`config.mk`:
```
export PLATFORM = sky130hd
export DESIGN_NAME = fpr_crc16_step
export DESIGN_NICKNAME = d
export VERILOG_FILES = /design/src/rtl/fpr_pkg.sv /design/src/rtl/fpr_crc16_step.sv
export SDC_FILE = /design/constraint.sdc
export NUM_CORES = 1
export LEC_CHECK = 0
export BUFFER_PORTS_ARGS = -buffer_cell sky130_fd_sc_hd__buf_4
export CORE_AREA = 2 2 39 41
export DETAILED_ROUTE_END_ITERATION = 8
export DIE_AREA = 0 0 41 43
export PLACE_DENSITY = 0.7
export SETUP_SLACK_MARGIN = 0.15
export SYNTH_ARGS = -nofsm -noshare
export SYNTH_HDL_FRONTEND = slang
export SYNTH_SLANG_ARGS = --single-unit
```
`constraint.sdc`:
```
create_clock -name vclk -period 1.9
set_clock_uncertainty 0.1 [all_clocks]
set_input_delay 0.19 -clock vclk [all_inputs]
set_output_delay 0.19 -clock vclk [all_outputs]
set_load 0.01 [all_outputs]
```
`src/rtl/fpr_pkg.sv`:
```
// Types and constants shared by the framed packet receiver.
`default_nettype none
package fpr_pkg;

  localparam logic [15:0] CrcInit = 16'hFFFF;
  localparam logic [15:0] CrcPoly = 16'h1021;

  localparam logic [7:0]  StartByteReset = 8'd126;
  localparam logic [15:0] TimeoutReset   = 16'd1000;

  localparam int CfgDataWidth = 16;

  typedef enum logic {
    CFG_START_BYTE = 1'b0,
    CFG_TIMEOUT    = 1'b1
  } cfg_index_t;

  typedef enum logic [2:0] {
    KIND_PAYLOAD = 3'd0,
    KIND_GOOD    = 3'd1,
    KIND_CRC_ERR = 3'd2,
    KIND_LEN_ERR = 3'd3,
    KIND_TIMEOUT = 3'd4
  } kind_t;

  typedef struct packed {
    logic       is_tick;
    logic [7:0] rx_byte;
  } rx_req_t;

  typedef struct packed {
    kind_t       kind;
    logic [7:0]  frame_id;
    logic [7:0]  frame_length;
    logic [7:0]  payload_byte;
    logic [7:0]  payload_index;
    logic [15:0] received_crc;
  } result_t;

endpackage
`default_nettype wire

```
`src/rtl/fpr_crc16_step.sv`:
```
// One-byte parallel CRC-16/CCITT update, MSB first.
`default_nettype none
module fpr_crc16_step
  import fpr_pkg::*;
(
  input  logic [15:0] crc_in,
  input  logic [7:0]  data,
  output logic [15:0] crc_out
);

  always_comb begin
    logic [15:0] c;
    c = crc_in ^ {data, 8'h00};
    for (int i = 0; i < 8; i++) begin
      if (c[15]) begin
        c = {c[14:0], 1'b0} ^ CrcPoly;
      end else begin
        c = {c[14:0], 1'b0};
      end
    end
    crc_out = c;
  end

endmodule
`default_nettype wire

```
# Word level (Yosys, flattened, before mapping)
# Index checks and enable logic that the tools add are counted.
# word_totals
ff_bits	0
latch_bits	0
mem_bits_rw	0
mem_bits_ro	0
input_bits	24
output_inout_bits	16
wordCells	17
n_memories	0
# op_classes
n_addsub	0
multipliers	0
n_div	0
order_cmp	0
n_eq_ne	0
n_shift	0
mux	8
bitwise	9
n_reduce_logical	0
# ops
operator	n
13-bit 2-to-1 mux	8
3-bit inverter	8
16-bit bitwise XOR	1

# Logic depth before layout (Yosys ltp)
# depth
depth_word	17
mapped_depth	3
mapped_depth_nobuf	3

# Worst setup path after synthesis
# OpenSTA, ideal clock, no wires.
# synth_timing
path_type	input port to output port
startpoint	input port data[5]
endpoint	output port crc_out[5]
arrival_time_ns	0.950
required_ns	1.610
slack_ns	0.660
stages	2
path_buffers	0
cell_sequence	xnor2_2 xnor3_1
# synth_via
elab_chain_cells	8
# synth_rtl
element	line_no	text
start: declaration	fpr_crc16_step.sv:7	input logic [7:0] data,
16-bit bitwise XOR (*)	fpr_crc16_step.sv:13	c = crc_in ^ {data, 8'h00};
13-bit 2-to-1 mux (*) (5 in a row)	fpr_crc16_step.sv:15	if (c[15]) begin
3-bit inverter (no line)	-	
13-bit 2-to-1 mux (*)	fpr_crc16_step.sv:15	
end: declaration	fpr_crc16_step.sv:8	output logic [15:0] crc_out
# Mark *: on every way between the ends. The rest lies on a longest branch, timed or not.

# Final worst setup path
# layout_timing
startpoint	input port data[7]
endpoint	output port crc_out[15]
# layout_via
elab_chain_cells	3
# layout_rtl
element	line_no
16-bit bitwise XOR	fpr_crc16_step.sv:13
13-bit 2-to-1 mux (2 in a row)	fpr_crc16_step.sv:15
# Every way passes these cells.

==> impl_metrics.py <==
metrics = {
    "die": {
        "num_rows": 14,
        "dieHeight_um": 43,
        "initial_core_util": 0.286,
        "die_w_um": 41,
        "core_area_um2": 1380,
        "die_area_um2": 1760,
        "io_pins": 40,
    },
    "worst_setup_path": {
        "start_kind": "input pin",
        "crit_start": "data[7]",
        "cp_slowest_cell": "xor3_4",
        "cp_data_arrival_time_ns": 1.21,
        "critPathCapture": "crc_out[15]",
        "crit_path_cell_trace": "buf_4, xnor2_2, xor3_4, buf_4",
        "path_max_fanout": 4,
        "cpPeakStageDelay_ns": 0.44,
        "critical_path_class": "in2out",
        "worst_ep_required_time_ns": 1.61,
        "cp_common_cell": "buf_4",
        "endpoint_kind": "output port",
    },
    "sta": {
        "holdWs_ns": 0.554,
        "setup-tns-final_ns": 0,
        "timing.final.crit_share": 0.790,
        "slew-limit-headroom": 0.736,
        "hold_violations": 0,
        "finalCriticalPeriod_ns": 1.50,
        "worst_pin_slew_ns": 0.394,
        "clock.fmax_mhz": 666,
        "finalSetupViolCount": 0,
        "final_max_slew_viol_count": 0,
        "rsz0062_at_grt": "no",
    },
    "clock_network": {
        "cts_hold_buf": 0,
        "post_cts_resized": 0,
        "cts_setup_buffers": 0,
    },
    "yosys": {
        "syn_nets": 49,
        "ys_seq_area_frac": 0,
        "synth_warnings": 0,
        "synth_largest_area_cell": "xnor3_1",
        "syn_inst": 25,
        "yosys-top-cells-area": "xnor3_1 23%, xnor2_1 18%, xor3_4 14%",
        "synth_top_area_frac": 0.228,
        "netlist_area_um2": 395,
        "synth_cell_type_count": 9,
        "postSynthAreaPerCell_um2": 15.8,
    },
    "cells_and_area": {
        "syn2layout_area_growth_pct": 81.0,
        "n_fill_cell": 127,
        "seq_cells": 0,
        "drive_gt1_frac": 0.723,
        "final-seq-area_um2": 0,
        "clock_buffers": 0,
        "nNetsFinal": 91,
        "diodes": 0,
        "fin_area_um2": 716,
    },
    "power_and_ir_drop": {
        "p_leak_nw": 0.402,
        "cellPowerDensity_nw_per_um2": 523,
        "ir_drop_mv": 0.265,
    },
    "route": {
        "first_pass_iters": 2,
        "wl_um": 852,
        "viasPerCell": 4.12,
        "drt_first_iter_violations": 2,
        "post-route-drc-count": 0,
        "ant_nets": 0,
        "vias": 334,
        "routedWlPerCell_um": 10.5,
    },
    "global_route": {
        "grt_pass1_vias": 308,
        "grt_max_degree": 6,
        "gr-total-overflow": 0,
        "antenna_found_initial": 0,
        "grt_pass1_wl_um": 1190,
        "grt_use_total": 0.0911,
    },
    "outcome": {
        "status": "finished, final reports clean",
    },
    "worst_hold_path": {
        "hp-class": "in2out",
        "holdPathStages": 3,
    },
    "placed_design": {
        "placed_area_um2": 716,
        "port_buffers": 40,
        "globalplace.congestion": 0.585,
    },
    "run": {
        "maxCapViolCount": 0,
    },
}
critical path, delay by kind of cell:
family / cells / cell delay, ns
buffers and inverters: 2 / 0.29
xor gates and xnor gates: 2 / 0.73
how the worst min path moves through the flow:
stage               startpoint           to  slack, ns
CTS                  crc_in[3]  crc_out[11]       0.56
detailed placement   crc_in[1]   crc_out[9]       0.55
finish               crc_in[3]  crc_out[11]       0.55
global placement     crc_in[3]  crc_out[11]       0.55
global route         crc_in[1]   crc_out[9]       0.58
floorplan            crc_in[2]  crc_out[10]       0.37
synth_stat cells:
cell and count:
xnor3_4 1, inv_1 1, xnor3_1 4, xor2_1 3, xnor2_2 3, xnor2_4 1
xor3_1 2, xor3_4 2, xnor2_1 8
logic make-up (layout without fill, tap and decap cells):
logic type,Yosys count,after routing,synth area share
buffers and inverters,1,41,0.00948
xor gates and xnor gates,24,24,0.991
cells in the final DEF, fill, tap and decap left out, drive strengths merged:
cell,instances
inv,1
xnor2,12
buf,40
xnor3,5
xor2,3
xor3,4
metal layers:
| layer | track usage | vias up | routed length [µm] |
|---|---|---|---|
| met1 | 0.0957 | 135 | 290 |
| met3 | 0.0262 | 0 | 190 |
| met5 | 0 | - | 0 |
| li1 | - | 163 | - |
| met2 | 0.175 | 36 | 371 |
| met4 | 0 | 0 | 0 |
power by group:
part           leakage [nW]  internal, W  switching [W]
Sequential                0            0              0
Combinational         0.402     0.000241       0.000133
Clock                     0            0              0
through the flow:
stage	instances	total power, W	utilization	setup WS, ns
after global routing	81	0.000403	0.517	0.338
after global placement	81	0.000377	0.517	0.395
final	81	0.000374	0.517	0.399
after floorplan	25	0.000206	-	0.660
after detailed placement	81	0.000379	0.517	0.389
after CTS	81	0.000380	0.517	0.388
cell type report:
| class | instances | area [µm²] | share of cell area |
|---|---|---|---|
| inverter | 1 | 3.75 | 0.00524 |
| multi-input combinational | 24 | 392 | 0.547 |
| tap | 16 | 20.0 | 0.0280 |
| timing repair buffer | 40 | 300 | 0.420 |
(Power assumes the default switching activity.)
